--- src/hdl/nco_pkg.sv ---
// Shared types, constants and the arctangent table for the sine/cosine oscillator.
// No dependencies; every other file imports this package.
`timescale 1ns / 1ps
`default_nettype none

package nco_pkg;

    localparam int PHASE_BITS_DEF    = 32;
    localparam int OUT_BITS_DEF      = 16;
    localparam int CORDIC_STAGES_DEF = 16;

    localparam int CORDIC_W    = 34;
    localparam int CORDIC_GAIN = 652032874;

    localparam int APB_ADDR_BITS = 3;
    localparam logic [APB_ADDR_BITS-1:0] REG_PHASE_STEP = 3'd0;

    localparam logic [1:0] OP_SIN_ADV = 2'd0;
    localparam logic [1:0] OP_COS_ADV = 2'd1;
    localparam logic [1:0] OP_SIN_MUL = 2'd2;
    localparam logic [1:0] OP_COS_MUL = 2'd3;

    typedef struct packed {
        logic                        want_cos;
        logic [1:0]                  quad;
        logic signed [CORDIC_W-1:0]  x;
        logic signed [CORDIC_W-1:0]  y;
        logic signed [CORDIC_W-1:0]  z;
    } cordic_t;

    function automatic logic [31:0] atan_turn(input int idx);
        logic [31:0] r;
        case (idx)
            0:  r = 32'h20000000;
            1:  r = 32'h12E4051E;
            2:  r = 32'h09FB385B;
            3:  r = 32'h051111D4;
            4:  r = 32'h028B0D43;
            5:  r = 32'h0145D7E1;
            6:  r = 32'h00A2F61E;
            7:  r = 32'h00517C55;
            8:  r = 32'h0028BE53;
            9:  r = 32'h00145F2F;
            10: r = 32'h000A2F98;
            11: r = 32'h000517CC;
            12: r = 32'h00028BE6;
            13: r = 32'h000145F3;
            14: r = 32'h0000A2FA;
            15: r = 32'h0000517D;
            16: r = 32'h000028BE;
            17: r = 32'h0000145F;
            18: r = 32'h00000A30;
            19: r = 32'h00000518;
            20: r = 32'h0000028C;
            21: r = 32'h00000146;
            22: r = 32'h000000A3;
            23: r = 32'h00000051;
            default: r = 32'h00000000;
        endcase
        return r;
    endfunction

endpackage

`default_nettype wire

--- src/hdl/nco_cell.sv ---
// One CORDIC rotation cell: a registered micro-rotation by atan(2^-IDX).
// Depends on nco_pkg for the stage type and arctangent table.
`timescale 1ns / 1ps
`default_nettype none

module nco_cell
    import nco_pkg::*;
#(
    parameter int IDX = 0
) (
    input  wire logic    clk,
    input  wire logic    rst_n,
    input  wire logic    load,
    input  wire logic    valid_in,
    input  wire cordic_t data_in,
    output logic         valid_out,
    output cordic_t      data_out
);

    localparam logic signed [CORDIC_W-1:0] ATAN =
        signed'({{(CORDIC_W-32){1'b0}}, atan_turn(IDX)});

    logic                        valid_reg;
    cordic_t                     data_reg;
    cordic_t                     data_next;
    logic signed [CORDIC_W-1:0]  x_sh;
    logic signed [CORDIC_W-1:0]  y_sh;

    assign x_sh = data_in.x >>> IDX;
    assign y_sh = data_in.y >>> IDX;

    always_comb
    begin
        data_next = data_in;
        if (!data_in.z[CORDIC_W-1]) begin
            data_next.x = data_in.x - y_sh;
            data_next.y = data_in.y + x_sh;
            data_next.z = data_in.z - ATAN;
        end
        else begin
            data_next.x = data_in.x + y_sh;
            data_next.y = data_in.y - x_sh;
            data_next.z = data_in.z + ATAN;
        end
    end

    always_ff @(posedge clk or negedge rst_n) begin
        if (!rst_n) begin
            valid_reg <= 1'b0;
        end
        else if (load) begin
            valid_reg <= valid_in;
        end
    end

    always_ff @(posedge clk) begin
        if (load && valid_in) begin
            data_reg <= data_next;
        end
    end

    assign valid_out = valid_reg;
    assign data_out  = data_reg;

endmodule

`default_nettype wire

--- config.mk ---
export PLATFORM = sky130hd
export DESIGN_NAME = nco_cell
export DESIGN_NICKNAME = d
export VERILOG_FILES = /design/src/hdl/nco_pkg.sv /design/src/hdl/nco_cell.sv
export SDC_FILE = /design/constraint.sdc
export NUM_CORES = 1
export LEC_CHECK = 0
export ABC_AREA = 1
export ABC_CLOCK_PERIOD_IN_PS = 800
export BUFFER_PORTS_ARGS = -buffer_cell sky130_fd_sc_hd__buf_4
export CELL_PAD_IN_SITES_DETAIL_PLACEMENT = 0
export CELL_PAD_IN_SITES_GLOBAL_PLACEMENT = 1
export CORE_MARGIN = 1.5
export CORE_UTILIZATION = 35
export DETAILED_ROUTE_END_ITERATION = 12
export GPL_TIMING_DRIVEN = 0
export PLACE_DENSITY_LB_ADDON = 0.1
export SLEW_MARGIN = 20
export SYNTH_ARGS = -nofsm -noshare
export SYNTH_HDL_FRONTEND = slang
export SYNTH_SLANG_ARGS = --single-unit
--- constraint.sdc ---
create_clock -name clk -period 0.8 [get_ports clk]
set_input_delay 0.12 -clock clk [delete_from_list [all_inputs] [get_ports clk]]
set_output_delay 0.12 -clock clk [all_outputs]
set_load 0.02 [all_outputs]
=== Word level (Yosys, flattened, before mapping) ===
Index checks and enable logic that the tools add are counted.

* Flip-flop bits (word level): 106
* Latch bits: 0
* RAM bits: 0
* ROM bits: 0
* Input port bits: 109
* Word-level logic and storage cells: 13
* Memories: 0

* $add $sub $neg: 5
* Multiply operators: 0
* Divide/modulo/power cells: 0
* $lt $le $gt $ge: 0
* Eq/ne operators: 0
* Shift-type cells: 0
* Muxes and demuxes: 1
* Bitwise gates (word level): 0
* Reductions and logical operators: 1

{| class="wikitable"
|+ Operators by type and width
! kind !! number
|-
| two-way mux 102 bit || 1
|-
| subtractor 34 bit || 2
|-
| adder 34 x 31 -> 34 bit (second input constant) || 1
|-
| adder 34 bit || 1
|-
| subtractor 34 x 31 -> 34 bit (second input constant) || 1
|-
| logical AND 1 bit || 1
|}

=== Depth between registers and ports, before layout ===
* Word-level depth: 2
* Gate-level depth with buffers: 18

=== Worst setup path before layout ===
No wires, ideal clock.

* Path kind: in2reg
* Start point: input load
* End point: register data_reg (netlist bit data_out[0]) (enable)
* Arrival time: 2.185 ns
* Required time: 0.342 ns
* Setup slack: -1.842 ns
* Cell stages on the path: 2
* Path buffers: 0
* Cells stage by stage: nand2_1 -> inv_1

* Longest elaborated chain between the ends: 1

{| class="wikitable"
|+ RTL lines
! element !! line !! RTL
|-
| start, declared || nco_cell.sv:13 || <nowiki>input wire logic load,</nowiki>
|-
| logical AND 1 bit || nco_cell.sv:57 || <nowiki>if (load && valid_in) begin</nowiki>
|-
| end signal, assigned || nco_cell.sv:58 || <nowiki>data_reg <= data_next;</nowiki>
|-
| end, declared || nco_cell.sv:24 || <nowiki>cordic_t data_reg;</nowiki>
|}

No other way between the ends.
A chain may end at the register's enable or synchronous reset.

==> run summary <==
======================================================================================
Outcome                                                                   complete, but fails checks
Violated checks                                                           setup timing
Critical path's largest stage delay                                            0.40 ns
Row count                                                                           63
Clk sinks                                                                          105
Drt first pass iters                                                                 5
Number of global-route vias before repair                                        11.6k
Clock Tree Buf Depth                                                                 2
R2R setup slack                                                                0.06 ns
Number of failing hold endpoints at the final stage                                  0
Drc violations                                                                       0
Iter 0 DRT Violations                                                              697
Largest net degree at the start of global routing                                   35
CTS tree                                                                          done
Flops & latches, synth                                                             105
Hold/Removal Path Class                                                   input pin to register
Share of the cycle needed by the critical path after routing                      213%
Slew of the pin with the lowest slew margin                                    1.01 ns
Depth of the most critical reg-to-reg path                                           3
Total Routed Length                                                           44800 um
Post-route insts no fill                                                          2307
Startpoint of the most critical register-to-register path                 valid_out$_DFFE_PN0P_
WHS                                                                          0.0178 ns
FFs w/ async S/R, synth                                                         0.952%
Cell Area, Synth                                                            10600 um^2
Clock slew at the register clock pins of the worst setup and hold paths        0.09 ns
Port buffer count                                                                  213
Area delta synth->final                                                          75.9%
Number of nets produced by synthesis                                              1726
Capture point of the worst reg-to-reg path                                valid_out$_DFFE_PN0P_
Commonest cells post-synth                                                sky130_fd_sc_hd__nand2_1 (391), sky130_fd_sc_hd__inv_1 (203), sky130_fd_sc_hd__nand3_1 (146)
Count of mapped cells out of synthesis                                            1511
Leakage power of the design                                                 0.00828 uW
Setup WS post-layout                                                         -0.904 ns
Top-level port count                                                               215
HPWL reported at the end of detailed placement                                34100 um
Setup slack after placement                                                   -1.63 ns
Area of the placeable core                                                  29700 um^2
Overall die width                                                               177 um
Critical Path Sink                                                        data_out[66]$_DFFE_PP_
Share of cells above drive strength 1                                            54.1%
RSZ-0062 raised after global routing                                               yes
Unique masters post-synth                                                           48
Classification of the worst setup path                                    input pin to register
Initial antenna violation count                                                      1
Leading post-synthesis cells by cell area                                 sky130_fd_sc_hd__edfxtp_1 (29%), sky130_fd_sc_hd__nand2_1 (14%), sky130_fd_sc_hd__ha_1 (12%), sky130_fd_sc_hd__inv_1 (7.2%), sky130_fd_sc_hd__nand3_1 (6.9%)
Critical path required time                                                    0.95 ns
Total number of yosys warnings                                                       0
Sequential Area                                                              3150 um^2
Sum of overflow across all layers after global routing                               0
Family with the most delay on the worst path                              simple AND/OR/NAND/NOR gates
Die outline area                                                            31300 um^2
Seq/Total Area, Yosys                                                            29.7%
Max FO, Critical Path                                                                3
Final weighted congestion of routability-driven global placement                 0.972
Final min period                                                               1.70 ns
Most repeated cell in the gate-level netlist after synthesis              sky130_fd_sc_hd__nand2_1
Total setup violations reported at the end of the flow                             176
Via-per-instance ratio                                                            5.21
Portion of synthesized cell area occupied by the leading cell type               29.5%
Data arrival time of the critical path                                         1.85 ns
Antenna fix cells                                                                    0
Number of H-tree branching levels                                                    3
Placed insts                                                                      2117
Max Cap Viol                                                                         0
Chain of cells forming the critical path                                  buf_12, ha_4, fa_2, nand2_2, nor2_4, nor2_4, o21ai_4, nand2_2, nand2_4, nand2_4, nand3_1, nand3_1, nand2_1
Count of flip-flops with a built-in enable after synthesis                         104
Largest area contributor in the netlist                                   sky130_fd_sc_hd__edfxtp_1
Clock tree root driver cell                                               sky130_fd_sc_hd__clkbuf_16
Net count reported at finish                                                      2127
Logic depth of the worst setup path including buffers                               13
Filler Cells Inserted                                                             2598
Total clock buffers created by CTS                                                   9
Clock Latency Late Sink                                                        0.37 ns
Critical path buffers and inverters                                                  1
GRT Resource Usage Total                                                         27.8%
Wire per inst                                                                  19.4 um
First-pass GRT wire length                                                    65100 um
Slew Viols, Final                                                                    0
Upper clock frequency limit                                                    587 MHz
Ys flop type                                                              sky130_fd_sc_hd__edfxtp_1
Combined area of the multi-input logic cells                                 9440 um^2
Origin of the worst setup path                                             data_in[68]
Relative max-transition margin                                                   32.4%
CP startpoint kind                                                           input pin
Endpoint kind of the worst setup timing path                                  register
Height of the die                                                               177 um
Via count of the routed design                                                   12.0k
Number of antenna-violating nets in the routed design                                0
Pwr Density                                                               1350 nW/um^2
Mean instance size in the synthesized netlist                                7.01 um^2
Skew final                                                                        0 ns
Initial Utilization                                                              35.6%
Max IR drop VDD                                                                1.15 mV
Slowest library cell on the worst path                                    sky130_fd_sc_hd__fa_2
======================================================================================
[worst register-to-register path, stage by stage (launching register included)]
cell and delay (ns):
sky130_fd_sc_hd__dfrtp_1 0.40, sky130_fd_sc_hd__buf_4 0.14, sky130_fd_sc_hd__inv_1 0.04, sky130_fd_sc_hd__o21ai_0 0.06
[layout by cell type (no fill, tap or decap), drive strengths merged, types with 10 or more instances in the layout]
cell / netlist / final
nand4: 11 / 11
nand2: 406 / 406
buf: 37 / 392
o21ai: 99 / 99
clkbuf: 6 / 15
a21oi: 132 / 132
dlygate4sd3: 0 / 34
edfxtp: 104 / 104
o21bai: 10 / 10
ha: 102 / 102
nor2: 147 / 147
nor3: 16 / 16
nand3: 150 / 150
xor2: 27 / 27
a21o: 11 / 11
inv: 212 / 211
[what timing repair did]
item                                   in CTS  in global routing
setup buffers                              93                 62
hold buffers                               34                  0
endpoints found under the hold margin      34                  0
pin swaps                                 155                192
resized for setup                         456                257
cloned                                      2                  0
setup endpoints to repair                 261                180
[worst min path at each step]
| stage | start | endpoint | cells after the start | slack, ns |
|---|---|---|---|---|
| after global routing | valid_in | valid_out$_DFFE_PN0P_ | 3 | 0.02 |
| final | valid_in | valid_out$_DFFE_PN0P_ | 3 | 0.02 |
| after global placement | rst_n | valid_out$_DFFE_PN0P_ | 1 | -0.10 |
| after floorplan | rst_n | valid_out$_DFFE_PN0P_ | 0 | -0.18 |
| after CTS | valid_in | valid_out$_DFFE_PN0P_ | 3 | 0.004 |
| after detailed placement | rst_n | valid_out$_DFFE_PN0P_ | 1 | -0.1 |
[cell families after synthesis]
group	Yosys count	share of synthesized area [%]
xor+xnor	29	2.40
flops	105	29.7
compound gates	274	14.5
buf+inv	255	10.2
fa+ha+maj	106	12.8
simple gates	740	30.2
mux	2	0.189
[area by class of cell]
type | instances | area share, %
multi-input combinational | 1151 | 50.7
clock inverter | 7 | 0.376
tap | 390 | 2.62
clock buffer | 9 | 1.21
inverter | 212 | 5.47
timing repair inverter | 1 | 0.0403
timing repair buffer | 400 | 20.6
buffer | 32 | 2.13
sequential | 105 | 16.9
[metal layers]
metal,up-vias,part of all wire [%],GRT usage [%],routed length [um]
li1,5797,-,-,-
met1,5741,44,37.3,19500
met2,401,48,46.9,21300
met3,72,6.4,3.76,2880
met4,0,2.5,6.99,1140
met5,-,0,0,0
[per-stage QoR]
step           area (um^2)  util (%)  setup TNS [ns]  total power [uW]
3_3_place_gp         14100      47.6         -314.76             16600
5_1_grt              18600      62.7          -80.38             26300
4_1_cts              17200      57.9          -72.03             23700
3_5_place_dp         14200      47.8         -146.16             16700
6_report             18600      62.7          -73.51             25100
2_1_floorplan        12100         -         -181.63             13400
[state kept, by name, indices dropped and copies added, names as in the netlist]
register	flops
valid_out	1
data_out	104
[power by group]
group	total, uW	internal (uW)	switching (uW)
clock	4630	2220	2410
sequential	6960	6730	224
combinational	13500	5720	7770
total	25100	14700	10400
Note: power is estimated with default switching activity, not from simulation.
