===== config.mk =====
export PLATFORM = sky130hd
export DESIGN_NAME = nco_back_flat
export DESIGN_NICKNAME = d
export VERILOG_FILES = /design/src/hdl/nco_pkg.sv /design/src/hdl/nco_if.sv /design/src/hdl/nco_back.sv /design/src/flat_wrapper.sv
export SDC_FILE = /design/constraint.sdc
export NUM_CORES = 1
export LEC_CHECK = 0
export BUFFER_PORTS_ARGS = -buffer_cell sky130_fd_sc_hd__buf_4
export CORE_MARGIN = 3
export CORE_UTILIZATION = 33
export CTS_BUF_LIST = sky130_fd_sc_hd__clkbuf_8
export DETAILED_ROUTE_END_ITERATION = 6
export PLACE_DENSITY_LB_ADDON = 0.05
export RECOVER_POWER = 50
export SYNTH_ARGS = -nofsm -noshare
export SYNTH_HDL_FRONTEND = slang
export SYNTH_SLANG_ARGS = --single-unit
export TNS_END_PERCENT = 20

===== constraint.sdc =====
create_clock -name clk -period 1.6 [get_ports clk]
set_clock_uncertainty 0.15 [all_clocks]
set_input_delay 0.32 -clock clk [delete_from_list [all_inputs] [get_ports clk]]
set_output_delay 0.32 -clock clk [all_outputs]
set_load 0.005 [all_outputs]

===== src/hdl/nco_pkg.sv =====
// Shared types, constants and the arctangent table for the sine/cosine oscillator.
// No dependencies; every other file imports this package.
`timescale 1ns / 1ps
`default_nettype none

package nco_pkg;

    localparam int PHASE_BITS_DEF    = 32;
    localparam int OUT_BITS_DEF      = 16;
    localparam int CORDIC_STAGES_DEF = 16;

    localparam int CORDIC_W    = 34;
    localparam int CORDIC_GAIN = 652032874;

    localparam int APB_ADDR_BITS = 3;
    localparam logic [APB_ADDR_BITS-1:0] REG_PHASE_STEP = 3'd0;

    localparam logic [1:0] OP_SIN_ADV = 2'd0;
    localparam logic [1:0] OP_COS_ADV = 2'd1;
    localparam logic [1:0] OP_SIN_MUL = 2'd2;
    localparam logic [1:0] OP_COS_MUL = 2'd3;

    typedef struct packed {
        logic                        want_cos;
        logic [1:0]                  quad;
        logic signed [CORDIC_W-1:0]  x;
        logic signed [CORDIC_W-1:0]  y;
        logic signed [CORDIC_W-1:0]  z;
    } cordic_t;

    function automatic logic [31:0] atan_turn(input int idx);
        logic [31:0] r;
        case (idx)
            0:  r = 32'h20000000;
            1:  r = 32'h12E4051E;
            2:  r = 32'h09FB385B;
            3:  r = 32'h051111D4;
            4:  r = 32'h028B0D43;
            5:  r = 32'h0145D7E1;
            6:  r = 32'h00A2F61E;
            7:  r = 32'h00517C55;
            8:  r = 32'h0028BE53;
            9:  r = 32'h00145F2F;
            10: r = 32'h000A2F98;
            11: r = 32'h000517CC;
            12: r = 32'h00028BE6;
            13: r = 32'h000145F3;
            14: r = 32'h0000A2FA;
            15: r = 32'h0000517D;
            16: r = 32'h000028BE;
            17: r = 32'h0000145F;
            18: r = 32'h00000A30;
            19: r = 32'h00000518;
            20: r = 32'h0000028C;
            21: r = 32'h00000146;
            22: r = 32'h000000A3;
            23: r = 32'h00000051;
            default: r = 32'h00000000;
        endcase
        return r;
    endfunction

endpackage

`default_nettype wire


===== src/hdl/nco_if.sv =====
// Valid/ready channel interfaces for operation requests and wave samples.
// Depends on nco_pkg for the default sample width.
`timescale 1ns / 1ps
`default_nettype none


interface nco_out_if
    import nco_pkg::*;
#(
    parameter int OUT_BITS = OUT_BITS_DEF
);
    logic                       valid;
    logic                       ready;
    logic signed [OUT_BITS-1:0] wave_value;

    modport source (output valid, wave_value, input ready);
    modport sink   (input valid, wave_value, output ready);
endinterface

`default_nettype wire


===== src/hdl/nco_back.sv =====
// Output stage: quadrant fold, rounding, saturation and the output register.
// Depends on nco_pkg and nco_out_if.
`timescale 1ns / 1ps
`default_nettype none

module nco_back
    import nco_pkg::*;
#(
    parameter int OUT_BITS = OUT_BITS_DEF
) (
    input  wire logic    clk,
    input  wire logic    rst_n,
    input  wire logic    valid_in,
    input  wire cordic_t data_in,
    output logic         load,
    nco_out_if.source    out_item
);

    localparam int SH = 31 - OUT_BITS;
    localparam int SW = CORDIC_W + 1;
    localparam logic signed [SW-1:0] RND     = SW'(1) <<< (SH - 1);
    localparam logic signed [SW-1:0] OUT_MAX = SW'((64'd1 << (OUT_BITS - 1)) - 64'd1);

    logic signed [CORDIC_W-1:0]  c_val;
    logic signed [CORDIC_W-1:0]  s_val;
    logic signed [CORDIC_W-1:0]  pick;
    logic signed [SW-1:0]        rounded;
    logic signed [SW-1:0]        shifted;
    logic signed [OUT_BITS-1:0]  wave_next;
    logic signed [OUT_BITS-1:0]  wave_reg;
    logic                        valid_reg;

    always_comb
    begin
        case (data_in.quad)
            2'd0:
            begin
                c_val = data_in.x;
                s_val = data_in.y;
            end
            2'd1:
            begin
                c_val = -data_in.y;
                s_val = data_in.x;
            end
            2'd2:
            begin
                c_val = -data_in.x;
                s_val = -data_in.y;
            end
            default:
            begin
                c_val = data_in.y;
                s_val = -data_in.x;
            end
        endcase
    end

    assign pick    = data_in.want_cos ? c_val : s_val;
    assign rounded = SW'(pick) + RND;
    assign shifted = rounded >>> SH;

    always_comb
    begin
        if (shifted > OUT_MAX) begin
            wave_next = OUT_BITS'(OUT_MAX);
        end
        else if (shifted < -OUT_MAX) begin
            wave_next = OUT_BITS'(-OUT_MAX);
        end
        else begin
            wave_next = OUT_BITS'(shifted);
        end
    end

    assign load = !valid_reg || out_item.ready;

    always_ff @(posedge clk or negedge rst_n) begin
        if (!rst_n) begin
            valid_reg <= 1'b0;
        end
        else if (load) begin
            valid_reg <= valid_in;
        end
    end

    always_ff @(posedge clk) begin
        if (load && valid_in) begin
            wave_reg <= wave_next;
        end
    end

    assign out_item.valid      = valid_reg;
    assign out_item.wave_value = wave_reg;

endmodule

`default_nettype wire


===== src/flat_wrapper.sv =====
// flat-port wrapper written by rule: the top's interface ports become plain ports
module nco_back_flat import nco_pkg::*;
#(
    parameter int OUT_BITS = OUT_BITS_DEF
)
  (clk, rst_n, valid_in, data_in, load, out_item_valid, out_item_wave_value, out_item_ready);
  nco_out_if #(.OUT_BITS(OUT_BITS)) out_item_i ();
  input  wire logic clk;
  input  wire logic rst_n;
  input  wire logic valid_in;
  input  wire cordic_t data_in;
  output logic load;
  output wire logic [$bits(out_item_i.valid)-1:0] out_item_valid;
  output wire logic [$bits(out_item_i.wave_value)-1:0] out_item_wave_value;
  input wire logic [$bits(out_item_i.ready)-1:0] out_item_ready;
  assign out_item_valid = out_item_i.valid;
  assign out_item_wave_value = out_item_i.wave_value;
  assign out_item_i.ready = out_item_ready;
  nco_back #(.OUT_BITS(OUT_BITS)) u_core (.clk(clk), .rst_n(rst_n), .valid_in(valid_in), .data_in(data_in), .load(load), .out_item(out_item_i));
endmodule

After elaboration in Yosys (flattened, before gate mapping)
Cells that the tools add are included.
{"block": "word_totals", "out_inout_bits": 18, "register_bits": 17, "input_bits": 109, "elab_cells": 19}
{"block": "op_classes", "add_sub_neg": 3, "reduce_logical": 5, "n_mux": 4, "n_eq_ne": 2, "order_cmp": 2}
{"operator": "34-bit one-hot mux with 3 select lines", "n": 2}
{"operator": "34-bit negator", "n": 2}
{"operator": "34-bit by 16-bit adder with 35-bit output (second input constant)", "n": 1}
{"operator": "34-bit two-way mux", "n": 1}
{"operator": "20-bit by 16-bit greater-than comparator with 1-bit output (second input constant)", "n": 1}
{"operator": "20-bit by 16-bit < comparator with 1-bit output (second input constant)", "n": 1}
{"operator": "16-bit two-way mux", "n": 1}
{"operator": "2-bit by 1-bit == test with 1-bit output (second input constant)", "n": 1}
{"operator": "2-bit == test (second input constant)", "n": 1}
{"operator": "2-bit logical NOT", "n": 1}
{"operator": "2-bit OR reduction", "n": 1}
{"operator": "1-bit logical AND", "n": 1}
{"operator": "1-bit logical NOT", "n": 1}
{"operator": "1-bit logical OR", "n": 1}

Longest topological paths before layout
{"block": "logic_depth", "ltp_word": 6, "ltp_mapped": 19, "depth_no_buf": 13}

Worst setup path after synthesis
No wires, ideal clock.
{"block": "synth_path", "path_type": "input-to-reg", "start": "input port data_in[38] (netlist name)", "end": "register u_core.wave_reg[1], in the netlist u_core.out_item.wave_value[1], data pin", "n_path_buf": 3, "setup_ns": 0.263, "arrival_time_ns": 3.786, "path_slack_ns": -2.599, "stages": 14, "t_required_ns": 1.187, "path_cell_list": "or4_4 -> or4_1 -> clkbuf_2 -> or3_4 -> o311ai_2 -> a221o_2 -> nand4b_4 -> or4_1 -> buf_2 -> a2bb2oi_1 -> nor3_1 -> nor2_2 -> buf_4 -> o31ai_1"}
{"block": "synth_between", "elab_chain_len": 6, "elab_cells_between_ends": 8, "cone_classes": "add/sub: 2; order compare: 2; mux: 4"}
{"element": "from (decl)", "line_no": "flat_wrapper.sv:11", "rtl": "input wire cordic_t data_in;"}
{"element": "34-bit negator", "line_no": "nco_back.sv:43, nco_back.sv:49"}
{"element": "34-bit one-hot mux with 3 select lines", "line_no": "nco_back.sv:35", "rtl": "case (data_in.quad)"}
{"element": "34-bit two-way mux *", "line_no": "nco_back.sv:59", "rtl": "assign pick = data_in.want_cos ? c_val : s_val;"}
{"element": "34-bit by 16-bit adder with 35-bit output *", "line_no": "nco_back.sv:60", "rtl": "assign rounded = SW'(pick) + RND;"}
{"element": "20-bit by 16-bit < comparator with 1-bit output", "line_no": "nco_back.sv:68", "rtl": "else if (shifted < -OUT_MAX) begin"}
{"element": "16-bit two-way mux", "line_no": "nco_back.sv:68"}
{"element": "to (signal assigned)", "line_no": "nco_back.sv:89", "rtl": "wave_reg <= wave_next;"}
{"element": "to (decl)", "line_no": "nco_back.sv:30", "rtl": "logic signed [OUT_BITS-1:0] wave_reg;"}
Mark *: on every way between the ends. The rest lies on a longest branch, timed or not.
A chain may end at the register's enable or synchronous reset.

Worst setup path in the final report
{"block": "layout_path", "start": "input port data_in[77] (netlist name)", "end": "register u_core.wave_reg[7], in the netlist u_core.out_item.wave_value[7], data pin"}
{"block": "layout_between", "elab_chain_len": 6, "elab_cells_between_ends": 8, "cone_classes": "add/sub: 2; order compare: 2; mux: 4"}
{"element": "34-bit negator", "line_no": "nco_back.sv:48, nco_back.sv:54"}
{"element": "34-bit one-hot mux with 3 select lines", "line_no": "nco_back.sv:35"}
{"element": "34-bit two-way mux *", "line_no": "nco_back.sv:59"}
{"element": "34-bit by 16-bit adder with 35-bit output *", "line_no": "nco_back.sv:60"}
{"element": "20-bit by 16-bit < comparator with 1-bit output", "line_no": "nco_back.sv:68"}
{"element": "16-bit two-way mux", "line_no": "nco_back.sv:68"}
Marks and branches as above.

==> results.toml <==
[power_and_ir_drop]
p_int_mw = 1.67
ir_drop_uv = 374
combPwrFrac = 0.675
power_mw = 2.70
p_seq_frac = 0.209
switching_power_mw = 1.03
switching_share = 0.381
pwr-share-clk = 0.116
p_per_area_nw_per_um2 = 399
leakage_nw = 2.81

[timing]
finalHoldViolations = 0
holdWs_ns = 0.111
post-route-period-util = 2.51
tightest_slew_ns = 0.552
max_freq_mhz = 249
fin_crit_ns = 4.01
rsz0062_at_grt = "yes"
setup_ws_ns = -2.41
slew_violations = 0
setup_violations = 16
relSlewSlack = 0.629

[grt]
grt_max_degree = 31
grt_pass1_vias = 5575
met2_usage = 0.435
top_usage_layer = "met2"
grt_antenna_before_repair = 0
overflow = 0
grt_pass1_wl_um = 27700
use_met1 = 0.330
grt_util_met3 = 0.0321
grt_usage = 0.250

[cells_and_area]
largest_register_ffs = 16
fin_nets = 935
mostFrequentLayoutCells = "288 x buf_4, 46 x nand2_1, 41 x nor2_1"
layout_commonest_cell = "buf_4"
antenna_cells = 0
syn_to_final_growth_pct = 67.7
drive_gt1_frac = 0.502
final_cells = 967

[hold_path]
whs_path_depth = 2
holdCritPathClass = "input pin to flip-flop"

[placement]
pre_cts_ws_ns = -2.87
place_congestion = 0.975
port-buffer-count = 92
dp_hpwl_um = 13800
placed_cells = 947

[critical_path]
cpPeakStageDelay_ns = 0.60
critPathRequiredTime_ns = 1.46
critPathBufInv = 4
path_cells = "buf_4, or4_4, buf_6, nor4_4, buf_4, mux2i_2, o2111a_1, buf_4, nor2_1, a2111o_1, or4_4, a32oi_4, nand3_2, a211o_1"
cp_max_fo = 4
start_kind = "input pin"
crit_cells = 14
crit_path_end_kind = "flip-flop"
reg2reg_setup_slack_ns = 0.26
critPathKind = "input pin to flip-flop"
cp_top_family = "simple AND/OR/NAND/NOR gates"
slowest_stage = "or4_4"
cp_common_cell = "buf_4"
arrival_ns = 3.87
rr_worst_depth = 2

[detailed_routing]
drc = 0
drtAntennaViolNets = 0
routed_wl_um = 17300
vias = 5622
firstDrtPassIters = 4
wl_per_cell_um = 17.9
vias_per_cell = 5.81
drtIter0Drc = 294

[clocking]
cts_tree = "built"
cts_num_sinks = 17
cts_root_buf = "clkbuf_8"
clk-insertion-delay-late_ns = 0.25
cts_buffers = 3
clkTransAtPathRegs_ns = 0.06
clockBufferDepth = 2
h-tree-depth = 1

[synthesis]
ys_warn_count = 0
yosysUniqueCellTypes = 96
synthCells = 542
synth.largest_area_cell = "edfxtp_1"
synth_top_area_share = 0.119
ys_top_cells_by_area = "edfxtp_1 12%, nand2_1 4.3%, mux2i_1 4.2%"
yosysSeqAreaShare = 0.125
async_flop_share = 0.0588
synth_edf_count = 16
ys_ff_latch = 17
syn_avg_cell_area_um2 = 7.44
synth_nets = 652
syn_area_um2 = 4030
ys.flop_type = "edfxtp_1"

[die]
row_count = 39
initial_core_util = 0.346
dieArea_um2 = 13600
die_y_um = 117
die_x_um = 117
core_area_um2 = 11700
io_pins = 127

[run]
drv_cap = 0

[status]
failed_checks = "setup timing"
status = "finished, violations left"
-- path summary, 6_finish.rpt --
| path | from | endpoint |
|---|---|---|
| min in group asynchronous | rst_n | u_core.out_item.valid$_DFFE_PN0N_ |
| hold / removal | valid_in | u_core.out_item.valid$_DFFE_PN0N_ |
| setup reg to reg | u_core.out_item.valid$_DFFE_PN0N_ | u_core.out_item.wave_value[2]$_SDFFCE_PN1P_ |
| hold reg to reg | u_core.out_item.valid$_DFFE_PN0N_ | u_core.out_item.valid$_DFFE_PN0N_ |
| max in group asynchronous | rst_n | u_core.out_item.valid$_DFFE_PN0N_ |
| setup / recovery | data_in[77] | u_core.out_item.wave_value[7]$_SDFFCE_PN1P_ |
-- Yosys cell counts (all sizes together), types with 6 or more instances --
| cell type | number |
|---|---|
| a21oi | 22 |
| and2 | 7 |
| or4 | 18 |
| nand4 | 8 |
| nand3 | 19 |
| clkbuf | 27 |
| or2 | 10 |
| o22ai | 8 |
| inv | 8 |
| nand2b | 11 |
| o211ai | 11 |
| mux2i | 17 |
| xor2 | 10 |
| nor4 | 22 |
| xnor2 | 13 |
| nor2 | 43 |
| a31oi | 9 |
| o21ai | 33 |
| nor3 | 19 |
| and3 | 6 |
| buf | 16 |
| nand2 | 46 |
| or3 | 21 |
| a311oi | 6 |
| edfxtp | 16 |
-- power by group through the flow --
| stage | clock network [mW] | logic [mW] | registers [mW] |
|---|---|---|---|
| finish | 0.313 | 1.82 | 0.564 |
| global route | 0.332 | 1.97 | 0.569 |
| CTS | 0.311 | 1.79 | 0.566 |
| detailed placement | 0 | 1.69 | 0.576 |
| global placement | 0 | 1.68 | 0.575 |
| floorplan | 0 | 0.820 | 0.580 |
-- worst register-to-register path, cell delays in order, from the launching register on --
cell and delay, ns:
dfrtp_1 0.38, nand2b_1 0.08, and2_2 0.39
-- logic make-up (layout without fill, tap and decap cells) --
family                   after synthesis  count (layout)  synth area share
AND/OR/NAND/NOR                      249             250             0.346
AO/OA/AOI/OAI                        178             178             0.344
buffers and inverters                 52             333            0.0726
XOR/XNOR                              23              23            0.0499
multiplexers                          22              22            0.0589
flip-flops                            17              17             0.125
adder cells (fa/ha/maj)                1               1           0.00310
-- layer usage --
layer / vias up / part of all wire / routed length [um]
met2: 180 / 0.49 / 8470
met3: 28 / 0.053 / 922
met4: 0 / 0.018 / 309
met1: 2683 / 0.44 / 7580
met5: - / 0 / 0
li1: 2731 / - / -
-- per-stage QoR --
stage | cell area (um^2) | utilization | TNS (ns)
after floorplan | 4100 | - | -39.93
after detailed placement | 6300 | 0.540 | -45.50
after global routing | 6760 | 0.580 | -39.10
after global placement | 6300 | 0.540 | -45.00
final | 6760 | 0.580 | -37.45
after CTS | 6590 | 0.565 | -37.94
-- final cells by class --
type                       count  area (um^2)
fill                        1116         4900
multi-input combinational    474         3530
timing repair buffer         320         2470
sequential                    17          505
tap                          143          179
clock buffer                   3         41.3
inverter                       9         33.8
clock inverter                 1         3.75
-- timing repair --
| item | 4_1_cts | 5_1_grt |
|---|---|---|
| cloned | 1 | 0 |
| endpoints found under the setup margin | 16 | 32 |
| endpoints found under the hold margin | 1 | 0 |
| gates resized for setup | 35 | 28 |
| pin swaps | 32 | 31 |
| buffers inserted | 7 | 8 |
| hold buffers | 1 | 0 |
(Power assumes the default switching activity.)
