==> config.mk <==
export PLATFORM = sky130hd
export DESIGN_NAME = nco_front_flat
export DESIGN_NICKNAME = d
export VERILOG_FILES = /design/src/hdl/nco_pkg.sv /design/src/hdl/nco_if.sv /design/src/hdl/nco_front.sv /design/src/flat_wrapper.sv
export SDC_FILE = /design/constraint.sdc
export NUM_CORES = 1
export LEC_CHECK = 0
export BUFFER_PORTS_ARGS = -buffer_cell sky130_fd_sc_hd__clkbuf_2
export CAP_MARGIN = 30
export CORE_MARGIN = 10
export CORE_UTILIZATION = 63
export CTS_CLUSTER_DIAMETER = 120
export CTS_CLUSTER_SIZE = 16
export DETAILED_ROUTE_END_ITERATION = 8
export GPL_ROUTABILITY_DRIVEN = 0
export PLACE_DENSITY = 0.85
export SETUP_SLACK_MARGIN = 0.05
export SLEW_MARGIN = 15
export SYNTH_ARGS = -nofsm -noshare
export SYNTH_HDL_FRONTEND = slang
export SYNTH_SLANG_ARGS = --single-unit
==> constraint.sdc <==
create_clock -name clk -period 8.2 [get_ports clk]
set_input_delay 0.82 -clock clk [delete_from_list [all_inputs] [get_ports clk]]
set_output_delay 0.82 -clock clk [all_outputs]
set_load 0.03 [all_outputs]
==> src/hdl/nco_pkg.sv <==
// Shared types, constants and the arctangent table for the sine/cosine oscillator.
// No dependencies; every other file imports this package.
`timescale 1ns / 1ps
`default_nettype none

package nco_pkg;

    localparam int PHASE_BITS_DEF    = 32;
    localparam int OUT_BITS_DEF      = 16;
    localparam int CORDIC_STAGES_DEF = 16;

    localparam int CORDIC_W    = 34;
    localparam int CORDIC_GAIN = 652032874;

    localparam int APB_ADDR_BITS = 3;
    localparam logic [APB_ADDR_BITS-1:0] REG_PHASE_STEP = 3'd0;

    localparam logic [1:0] OP_SIN_ADV = 2'd0;
    localparam logic [1:0] OP_COS_ADV = 2'd1;
    localparam logic [1:0] OP_SIN_MUL = 2'd2;
    localparam logic [1:0] OP_COS_MUL = 2'd3;

    typedef struct packed {
        logic                        want_cos;
        logic [1:0]                  quad;
        logic signed [CORDIC_W-1:0]  x;
        logic signed [CORDIC_W-1:0]  y;
        logic signed [CORDIC_W-1:0]  z;
    } cordic_t;

    function automatic logic [31:0] atan_turn(input int idx);
        logic [31:0] r;
        case (idx)
            0:  r = 32'h20000000;
            1:  r = 32'h12E4051E;
            2:  r = 32'h09FB385B;
            3:  r = 32'h051111D4;
            4:  r = 32'h028B0D43;
            5:  r = 32'h0145D7E1;
            6:  r = 32'h00A2F61E;
            7:  r = 32'h00517C55;
            8:  r = 32'h0028BE53;
            9:  r = 32'h00145F2F;
            10: r = 32'h000A2F98;
            11: r = 32'h000517CC;
            12: r = 32'h00028BE6;
            13: r = 32'h000145F3;
            14: r = 32'h0000A2FA;
            15: r = 32'h0000517D;
            16: r = 32'h000028BE;
            17: r = 32'h0000145F;
            18: r = 32'h00000A30;
            19: r = 32'h00000518;
            20: r = 32'h0000028C;
            21: r = 32'h00000146;
            22: r = 32'h000000A3;
            23: r = 32'h00000051;
            default: r = 32'h00000000;
        endcase
        return r;
    endfunction

endpackage

`default_nettype wire

==> src/hdl/nco_if.sv <==
// Valid/ready channel interfaces for operation requests and wave samples.
// Depends on nco_pkg for the default sample width.
`timescale 1ns / 1ps
`default_nettype none

interface nco_in_if;
    logic        valid;
    logic        ready;
    logic [1:0]  operation;
    logic [15:0] harmonic_factor;

    modport source (output valid, operation, harmonic_factor, input ready);
    modport sink   (input valid, operation, harmonic_factor, output ready);
endinterface


`default_nettype wire

==> src/hdl/nco_front.sv <==
// Front stage: APB register, phase accumulator, harmonic multiply and CORDIC seed.
// Depends on nco_pkg and nco_in_if.
`timescale 1ns / 1ps
`default_nettype none

module nco_front
    import nco_pkg::*;
#(
    parameter int PHASE_BITS = PHASE_BITS_DEF
) (
    input  wire logic                     clk,
    input  wire logic                     rst_n,
    nco_in_if.sink                        in_item,
    input  wire logic                     load,
    output logic                          seed_valid,
    output cordic_t                       seed,
    input  wire logic                     psel,
    input  wire logic                     penable,
    input  wire logic                     pwrite,
    input  wire logic [APB_ADDR_BITS-1:0] paddr,
    input  wire logic [31:0]              pwdata,
    output logic [31:0]                   prdata,
    output logic                          pready
);

    localparam int PROD_W = PHASE_BITS + 16;

    logic [31:0]            step_reg;
    logic [PHASE_BITS-1:0]  step_eff;
    logic [PHASE_BITS-1:0]  acc_reg;
    logic [PHASE_BITS-1:0]  acc_next;
    logic [PROD_W-1:0]      product;
    logic [PHASE_BITS-1:0]  phase_next;
    logic [PHASE_BITS-1:0]  phase_reg;
    logic                   cos_next;
    logic                   cos_reg;
    logic                   valid_reg;
    logic                   accept;
    logic                   advance;
    logic                   multiply;
    logic [31:0]            angle;

    assign pready   = 1'b1;
    assign prdata   = (paddr == REG_PHASE_STEP) ? step_reg : 32'd0;
    assign step_eff = PHASE_BITS'(step_reg);

    assign in_item.ready = load;
    assign accept   = in_item.valid && load;
    assign advance  = (in_item.operation == OP_SIN_ADV) || (in_item.operation == OP_COS_ADV);
    assign multiply = (in_item.operation == OP_SIN_MUL) || (in_item.operation == OP_COS_MUL);
    assign cos_next = (in_item.operation == OP_COS_ADV) || (in_item.operation == OP_COS_MUL);

    assign product    = PROD_W'(acc_reg) * PROD_W'(in_item.harmonic_factor);
    assign phase_next = multiply ? product[PHASE_BITS+11:12] : acc_reg;
    assign acc_next   = (accept && advance) ? acc_reg + step_eff : acc_reg;

    always_ff @(posedge clk or negedge rst_n) begin
        if (!rst_n) begin
            step_reg  <= 32'd0;
            acc_reg   <= '0;
            valid_reg <= 1'b0;
        end
        else begin
            if (psel && penable && pwrite && pready && (paddr == REG_PHASE_STEP)) begin
                step_reg <= pwdata;
            end
            acc_reg <= acc_next;
            if (load) begin
                valid_reg <= in_item.valid;
            end
        end
    end

    always_ff @(posedge clk) begin
        if (accept) begin
            phase_reg <= phase_next;
            cos_reg   <= cos_next;
        end
    end

    generate
        if (PHASE_BITS >= 32) begin : g_angle_down
            assign angle = phase_reg[PHASE_BITS-1 -: 32];
        end
        else begin : g_angle_up
            assign angle = 32'(phase_reg) << (32 - PHASE_BITS);
        end
    endgenerate

    assign seed_valid    = valid_reg;
    assign seed.want_cos = cos_reg;
    assign seed.quad     = angle[31:30];
    assign seed.x        = CORDIC_W'(CORDIC_GAIN);
    assign seed.y        = '0;
    assign seed.z        = signed'({{(CORDIC_W-30){1'b0}}, angle[29:0]});

    a_mul_holds_phase: assert property (@(posedge clk) disable iff (!rst_n)
        accept && multiply |=> $stable(acc_reg))
        else $error("phase moved on a multiplied-phase transaction");

    a_adv_adds_step: assert property (@(posedge clk) disable iff (!rst_n)
        accept && advance |=> acc_reg == PHASE_BITS'($past(acc_reg) + $past(step_eff)))
        else $error("phase did not advance by the step");

endmodule

`default_nettype wire

==> src/flat_wrapper.sv <==
// flat-port wrapper written by rule: the top's interface ports become plain ports
module nco_front_flat import nco_pkg::*;
#(
    parameter int PHASE_BITS = PHASE_BITS_DEF
)
  (clk, rst_n, load, seed_valid, seed, psel, penable, pwrite, paddr, pwdata, prdata, pready, in_item_valid, in_item_operation, in_item_harmonic_factor, in_item_ready);
  nco_in_if in_item_i ();
  input  wire logic clk;
  input  wire logic rst_n;
  input  wire logic load;
  output logic seed_valid;
  output cordic_t seed;
  input  wire logic psel;
  input  wire logic penable;
  input  wire logic pwrite;
  input  wire logic [APB_ADDR_BITS-1:0] paddr;
  input  wire logic [31:0] pwdata;
  output logic [31:0] prdata;
  output logic pready;
  input wire logic [$bits(in_item_i.valid)-1:0] in_item_valid;
  input wire logic [$bits(in_item_i.operation)-1:0] in_item_operation;
  input wire logic [$bits(in_item_i.harmonic_factor)-1:0] in_item_harmonic_factor;
  output wire logic [$bits(in_item_i.ready)-1:0] in_item_ready;
  assign in_item_i.valid = in_item_valid;
  assign in_item_i.operation = in_item_operation;
  assign in_item_i.harmonic_factor = in_item_harmonic_factor;
  assign in_item_ready = in_item_i.ready;
  nco_front #(.PHASE_BITS(PHASE_BITS)) u_core (.clk(clk), .rst_n(rst_n), .in_item(in_item_i), .load(load), .seed_valid(seed_valid), .seed(seed), .psel(psel), .penable(penable), .pwrite(pwrite), .paddr(paddr), .pwdata(pwdata), .prdata(prdata), .pready(pready));
endmodule
Word-level counts from Yosys, hierarchy flattened
Index checks and enable logic that the tools add are counted.

Add/sub/neg operators: 1. $mul: 1. Equal/unequal tests: 3. Mux-type cells: 2. Reductions and logical operators: 10.

Operators by type and width (count): $mux W32 (2); $mul A32 B16 Y44 (1); $add A32 B32 Y32 (1); $logic_and A1 B1 Y1 (5); $eq A2 B2 Y1 const B (2); $logic_not A3 Y1 (1); $logic_or A1 B1 Y1 (3); $eq A2 B1 Y1 const B (1); $logic_not A2 Y1 (1).

Flip-flop bits (word level): 98. Logic and storage cells: 22.

Logic depth before layout (Yosys ltp)
Gate-level depths: netlist of the first run.

Word-level depth: 3. Mapped depth: 24. Mapped depth without buffers: 22.

Worst setup path before layout of the first run
Ideal clock, no wire load.

Path kind: input -> register. From: in in_item_harmonic_factor[1]. To: reg u_core.phase_reg[25] (netlist: u_core.angle[25]) (data pin). Data arrival time: 6.241 ns. Slack: 1.692 ns. Stages on the path: 21. Path buffers: 1. Path through: clkbuf_1 -> nand2_1 -> fa_1 -> inv_1 -> fa_1 -> inv_1 -> fa_1 -> inv_1 -> fa_1 -> fa_1 -> inv_1 -> fa_1 -> inv_1 -> ha_1 -> o2111a_1 -> o31a_1 -> a211o_1 -> a22oi_2 -> nand2_1 -> a2111oi_0 -> o2bb2ai_1.

Longest elaborated chain between the ends: 2.

RTL lines: from (decl) (line flat_wrapper.sv:22) `input wire logic [$bits(in_item_i.harmonic_factor)-1:0] in_item_harmonic_factor;`; $mul A32 B16 Y44 (line nco_front.sv:53) `assign product = PROD_W'(acc_reg) * PROD_W'(in_item.harmonic_factor);`; $mux W32 (line nco_front.sv:54) `assign phase_next = multiply ? product[PHASE_BITS+11:12] : acc_reg;`; via u_core.phase_next[25] (line nco_front.sv:33) `logic [PHASE_BITS-1:0] phase_next;`; to (signal assigned) (line nco_front.sv:76) `phase_reg <= phase_next;`; to (decl) (line nco_front.sv:34) `logic [PHASE_BITS-1:0] phase_reg;`.

The timed path passes the listed nets, and every way through them passes these cells. A chain may end at the register's enable or synchronous reset.

Worst setup path after layout of the first run
From: in in_item_harmonic_factor[10]. To: reg u_core.phase_reg[25] (netlist: u_core.angle[25]) (data pin).

Same word-level chain as after synthesis.

==> results of run 1 <==
## cell usage in the layout, fill, tap and decap left out, types with 24 or more instances in the layout
cell type,instances
inv_1,470
fa_1,413
nand2_1,399
and2_1,220
ha_1,127
clkbuf_2,125
conb_1,73
dfrtp_1,65
a21oi_1,54
o21ai_0,51
mux2_2,46
nor2_1,34
edfxtp_1,33
xnor2_1,28
a21o_1,26
nand3_1,24
## how the worst min path moves through the flow
stage                     slack, ns                 end  depth (start not counted)
final                          0.52   u_core.seed_valid                          2
after global routing           0.53   u_core.seed_valid                          2
after detailed placement       0.52   u_core.seed_valid                          2
after CTS                      0.53   u_core.seed_valid                          2
after floorplan                0.50  u_core.step_eff[0]                          1
after global placement         0.51   u_core.seed_valid                          2
## cells by family (layout without fill, tap and decap cells)
family | Yosys count | after routing | synth area share, %
xor gates and xnor gates | 49 | 49 | 2.00
and+or+nand+nor | 743 | 743 | 16.5
buffers and inverters | 669 | 635 | 13.1
other | 2 | 73 | 0.0350
adders and majority gates | 540 | 540 | 46.0
muxes | 48 | 48 | 2.53
AOI/OAI and AO/OA | 240 | 240 | 7.66
DFF | 98 | 98 | 12.2
## worst reg2reg max path: stages (launching register included)
cell	delay [ns]
dfrtp_1	0.91
nand2_1	0.25
fa_1	0.59
inv_1	0.06
fa_1	0.50
fa_1	0.51
fa_1	0.41
fa_1	0.52
inv_1	0.05
fa_1	0.49
inv_1	0.05
ha_1	0.33
a21o_1	0.20
a21oi_1	0.18
o21ai_0	0.29
a211o_1	0.40
a22oi_2	0.35
nand2_1	0.22
a2111oi_0	0.41
o2bb2ai_1	0.12
## through the flow
step | worst slack [ns] | cells | hold WS, ns | instance area [µm²]
2_1_floorplan | 1.69 | 2460 | 0.499 | 21700
6_report | 0.921 | 2874 | 0.523 | 22400
4_1_cts | 1.06 | 2873 | 0.526 | 22400
5_1_grt | 0.714 | 2874 | 0.535 | 22400
3_5_place_dp | 0.683 | 2857 | 0.515 | 22000
3_3_place_gp | 0.861 | 2856 | 0.509 | 22000
## per-layer routing
metal | part of all wire [%] | up-vias | routed length [µm] | track usage (%)
li1 | - | 7192 | - | -
met1 | 34 | 8505 | 20100 | 33.0
met2 | 50 | 995 | 29300 | 48.2
met3 | 9.0 | 259 | 5230 | 4.66
met4 | 6.3 | 0 | 3680 | 17.2
met5 | 0 | - | 0 | 0
## cell type report
cell class              count  area [µm²]
multi-input cells        1693       16300
fillers                  2594       11200
flip-flops and latches     98        2620
inverters                 470        1760
repair buffers            149         827
well taps                 448         561
clock buffers              10         250
clock inverters             6        71.3
==> results.toml, run 1 <==
[placed_design]
dp.final_hpwl_um = 44800
port_buffers = 126

[clock_network]
clkLatencyLatePin_ns = 0.36
htreeDepth = 3
cts_setup_buffers = 0
ctsLongestPathBuffers = 2
cts_root_buf = "clkbuf_16"
clkTransAtPathRegs_ns = 0.07
cts_tree = "yes"
cts-buffers-inserted = 9
cts_sinks = 98
ctsResizeCount = 0
ctsHoldBuffers = 0

[synth]
syn-instance-count = 2389
synth.avg_cell_area_um2 = 8.97
synthArstFlopShare_pct = 66.3
netlist_area_mm2 = 0.0214
synth.top_cells.by_count = "470 x inv_1, 413 x fa_1, 400 x nand2_1"
synthDistinctLibCells = 77
yosys.area.top_type = "fa_1"
synth-edff-count = 33
ys_warn_count = 0
synthFlopType = "dfrtp_1"
yosysMostFrequentCell = "inv_1"
ys_ff_latch = 98
synth_area_leaders = "fa_1 39%, inv_1 8.2%, dfrtp_1 7.6%"
synthDominantCellAreaShare_pct = 38.6
ys_seq_area_share_pct = 12.2

[setup_path]
crit_buf_inv = 5
cp.arrival_ns = 7.38
ff2ff_path_depth = 19
r2r-start = "u_core.acc_reg[9]"
slowest_delay_ns = 0.55
cp.required_ns = 8.30
cpMostUsedCell = "fa_1"
worstSetupStartpointType = "primary input"
slowest_stage = "fa_1"
regToRegEndpoint = "u_core.angle[25]"
crit_path_end = "u_core.angle[25]"
critical-path-top-delay-family = "adder cells"
crit_chain = "clkbuf_2, and2_1, fa_1, inv_1, fa_1, inv_1, fa_1, fa_1, fa_1, inv_1, fa_1, inv_1, ha_1, a21o_1, a21oi_1, o21ai_0, a211o_1, a22oi_2, nand2_1, a2111oi_0, o2bb2ai_1"
critical_path_class = "in -> reg"
cp-startpoint = "in_item_harmonic_factor[10]"
reg2reg_slack_ns = 1.12
cp.depth = 21
path_max_fanout = 32
cp-end-kind = "register"

[hold_path]
min_from = "u_core.seed_valid"
hp-class = "reg -> reg"

[routing]
drt-pass1-iter-count = 6
vias = 17000
wl_per_cell_um = 20.3
drc = 0
wl_um = 58200
ant_nets = 0
first_iter_violations = 1409
vias_per_cell = 5.90

[sta]
fmax_mhz = 137
hold_viol_final = 0
tns_ns = 0
fin_skew_ns = 0.00754
tightest_slew_ns = 0.980
fin_crit_ns = 7.28
finalMaxSlewViolations = 0
setup_viol = 0
period_share_pct = 88.8
rsz0062_at_grt = "false"
relSlewSlack_pct = 34.7

[global_routing]
overflow = 0
grt_max_degree = 66
grt_pass1_wl_um = 94500
grt_util_all_layers_pct = 28.3
grt_pass1_vias = 18900
grt_antenna_before_repair = 0

[finish]
antenna_cells = 0
post-route-util_pct = 66.7
drive_gt1_share_pct = 9.40
fin_nets = 3021
syn_to_final_growth_pct = 4.38

[floorplanning]
die_h_um = 204
initial_utilization_pct = 63.9
num_rows = 67
die_w_um = 204
ioPinCount = 200
dieArea_mm2 = 0.0418
core_mm2 = 0.0335

[outcome]
status = "finished, final reports clean"

[job]
maxCapViolCount = 0
Power of run 1 is not shown: default switching activity piles up to over one toggle a cycle in this logic, so the estimate is an artifact.
==> inputs of run 2 (changes only) <==
--- a/config.mk
+++ b/config.mk
@@ -10,3 +10,3 @@
 export CORE_MARGIN = 10
-export CORE_UTILIZATION = 63
+export CORE_UTILIZATION = 60
 export CTS_CLUSTER_DIAMETER = 120
@@ -15,3 +15,3 @@
 export GPL_ROUTABILITY_DRIVEN = 0
-export PLACE_DENSITY = 0.85
+export PLACE_DENSITY = 0.81
 export SETUP_SLACK_MARGIN = 0.05
--- a/constraint.sdc
+++ b/constraint.sdc
@@ -3,2 +3,2 @@
 set_output_delay 0.82 -clock clk [all_outputs]
-set_load 0.03 [all_outputs]
+set_load 0.005 [all_outputs]
==> run 2 against run 1 <==
- via count is 1.8% lower
- non-clock buffer count stayed put
- sequential cell count stayed put
- sequential share of layout area hardly changed
- core utilization is 3.4 points lower
- hold slack better by 0.015 ns
- critical path depth is 2 lower
- worst setup slack worse by 0.092 ns
- fmax is 1.3% lower
- count of clock-buffer cells in the layout stayed put
- register-to-register slack worse by 0.15 ns
==> results.toml, run 2 (synthesis results as in run 1) <==
[outcome]
status = "finished, final reports clean"

[floorplanning]
die_h_um = 209
die_w_um = 209
ioPinCount = 200
initial_utilization_pct = 60.6
num_rows = 69
core_mm2 = 0.0354
dieArea_mm2 = 0.0437

[setup_path]
cp.arrival_ns = 7.54
critical_path_class = "in -> reg"
cp-end-kind = "register"
cp.required_ns = 8.37
worstSetupStartpointType = "primary input"
path_max_fanout = 32

[finish]
final_common_cell = "inv_1"
syn_to_final_growth_pct = 4.64
fin_nets = 3021
post-route-util_pct = 63.4
finish.instance_area_mm2 = 0.0224
drive_gt1_share_pct = 9.40
antenna_cells = 0
layout_common_cells = "470 x inv_1, 413 x fa_1, 399 x nand2_1"

[clock_network]
cts_setup_buffers = 0
cts-buffers-inserted = 9
ctsResizeCount = 0
cts_tree = "yes"
ctsLongestPathBuffers = 2
cts_sinks = 98
clkLatencyLatePin_ns = 0.37
ctsHoldBuffers = 0
cts_root_buf = "clkbuf_16"
clkTransAtPathRegs_ns = 0.07
htreeDepth = 3

[routing]
drt-pass1-iter-count = 6
drc = 0
first_iter_violations = 1504
wl_per_cell_um = 19.8
m1WireLength_um = 20800
wl_um = 57300
wl_met3_um = 4550
dr_wl_met2_um = 28600
vias = 16600
dr.max_layer_used = "met4"
vias_per_cell = 5.77
ant_nets = 0

[placed_design]
dp.final_hpwl_um = 45000
placed_cell_area_mm2 = 0.0220
port_buffers = 126

[global_routing]
grt_max_degree = 66
grt_antenna_before_repair = 0
grt_pass1_wl_um = 94300
grt_pass1_vias = 18100
overflow = 0
grt_util_all_layers_pct = 26.6

[sta]
fin_skew_ns = 0.00998
hold_viol_final = 0
fmax_mhz = 136
period_share_pct = 89.9
rsz0062_at_grt = "false"
fin_crit_ns = 7.37
relSlewSlack_pct = 37.9
setup_viol = 0
tns_ns = 0
finalMaxSlewViolations = 0
tightest_slew_ns = 0.924

[hold_path]
hp-class = "reg -> reg"

[job]
maxCapViolCount = 0
## run 2: changes by cell type in the layout (fill, tap and decap cells not counted), sizes merged
cell,previous run,this run
clkinvlp,2,1
clkinv,1,2
bufinv,1,3
inv,472,470
## run 2: layer usage
layer / global-route usage [%] / vias to the layer above
li1: - / 7193
met1: 32.2 / 8385
met2: 45.7 / 862
met3: 3.98 / 207
met4: 12.9 / 0
met5: 0 / -
## run 2: critical path: stages
cell and delay [ns]:
clkbuf_2 0.60, nand2_1 0.17, fa_1 0.54, fa_1 0.53, fa_1 0.53, inv_1 0.06, fa_1 0.51, fa_1 0.50
inv_1 0.05, fa_1 0.48, inv_1 0.06, ha_1 0.37, nand4_1 0.27, o211a_1 0.44, o31ai_4 0.43, nand3_2 0.28
a311oi_1 0.47, nor3_1 0.09, o31ai_1 0.31
## run 2: final timing paths
kind / from / endpoint / slack (ns) / cells past startpoint
hold reg to reg: u_core.seed_valid / u_core.seed_valid / 0.54 / 2
setup / recovery: in_item_harmonic_factor[2] / u_core.angle[29] / 0.83 / 19
hold / removal: u_core.seed_valid / u_core.seed_valid / 0.54 / 2
min in group asynchronous: rst_n / u_core.step_eff[2] / 0.65 / 2
setup reg to reg: u_core.acc_reg[6] / u_core.angle[29] / 0.97 / 20
max in group asynchronous: rst_n / u_core.step_eff[24] / 6.99 / 2
## run 2: per-stage QoR
step / setup WS, ns / hold slack, ns / std cells
4_1_cts: 0.967 / 0.539 / 2886
3_5_place_dp: 0.647 / 0.526 / 2870
6_report: 0.828 / 0.538 / 2887
5_1_grt: 0.529 / 0.568 / 2887
2_1_floorplan: 1.69 / 0.499 / 2460
3_3_place_gp: 0.697 / 0.510 / 2869
## run 2: layout make-up
class	instances	area (µm²)
multi-input cells	1693	16300
repair buffers	149	827
inverters	470	1760
fillers	2836	13000
well taps	461	577
clock buffers	10	250
clock inverters	6	111
flip-flops and latches	98	2620
Power of run 2 is left out for the same reason.
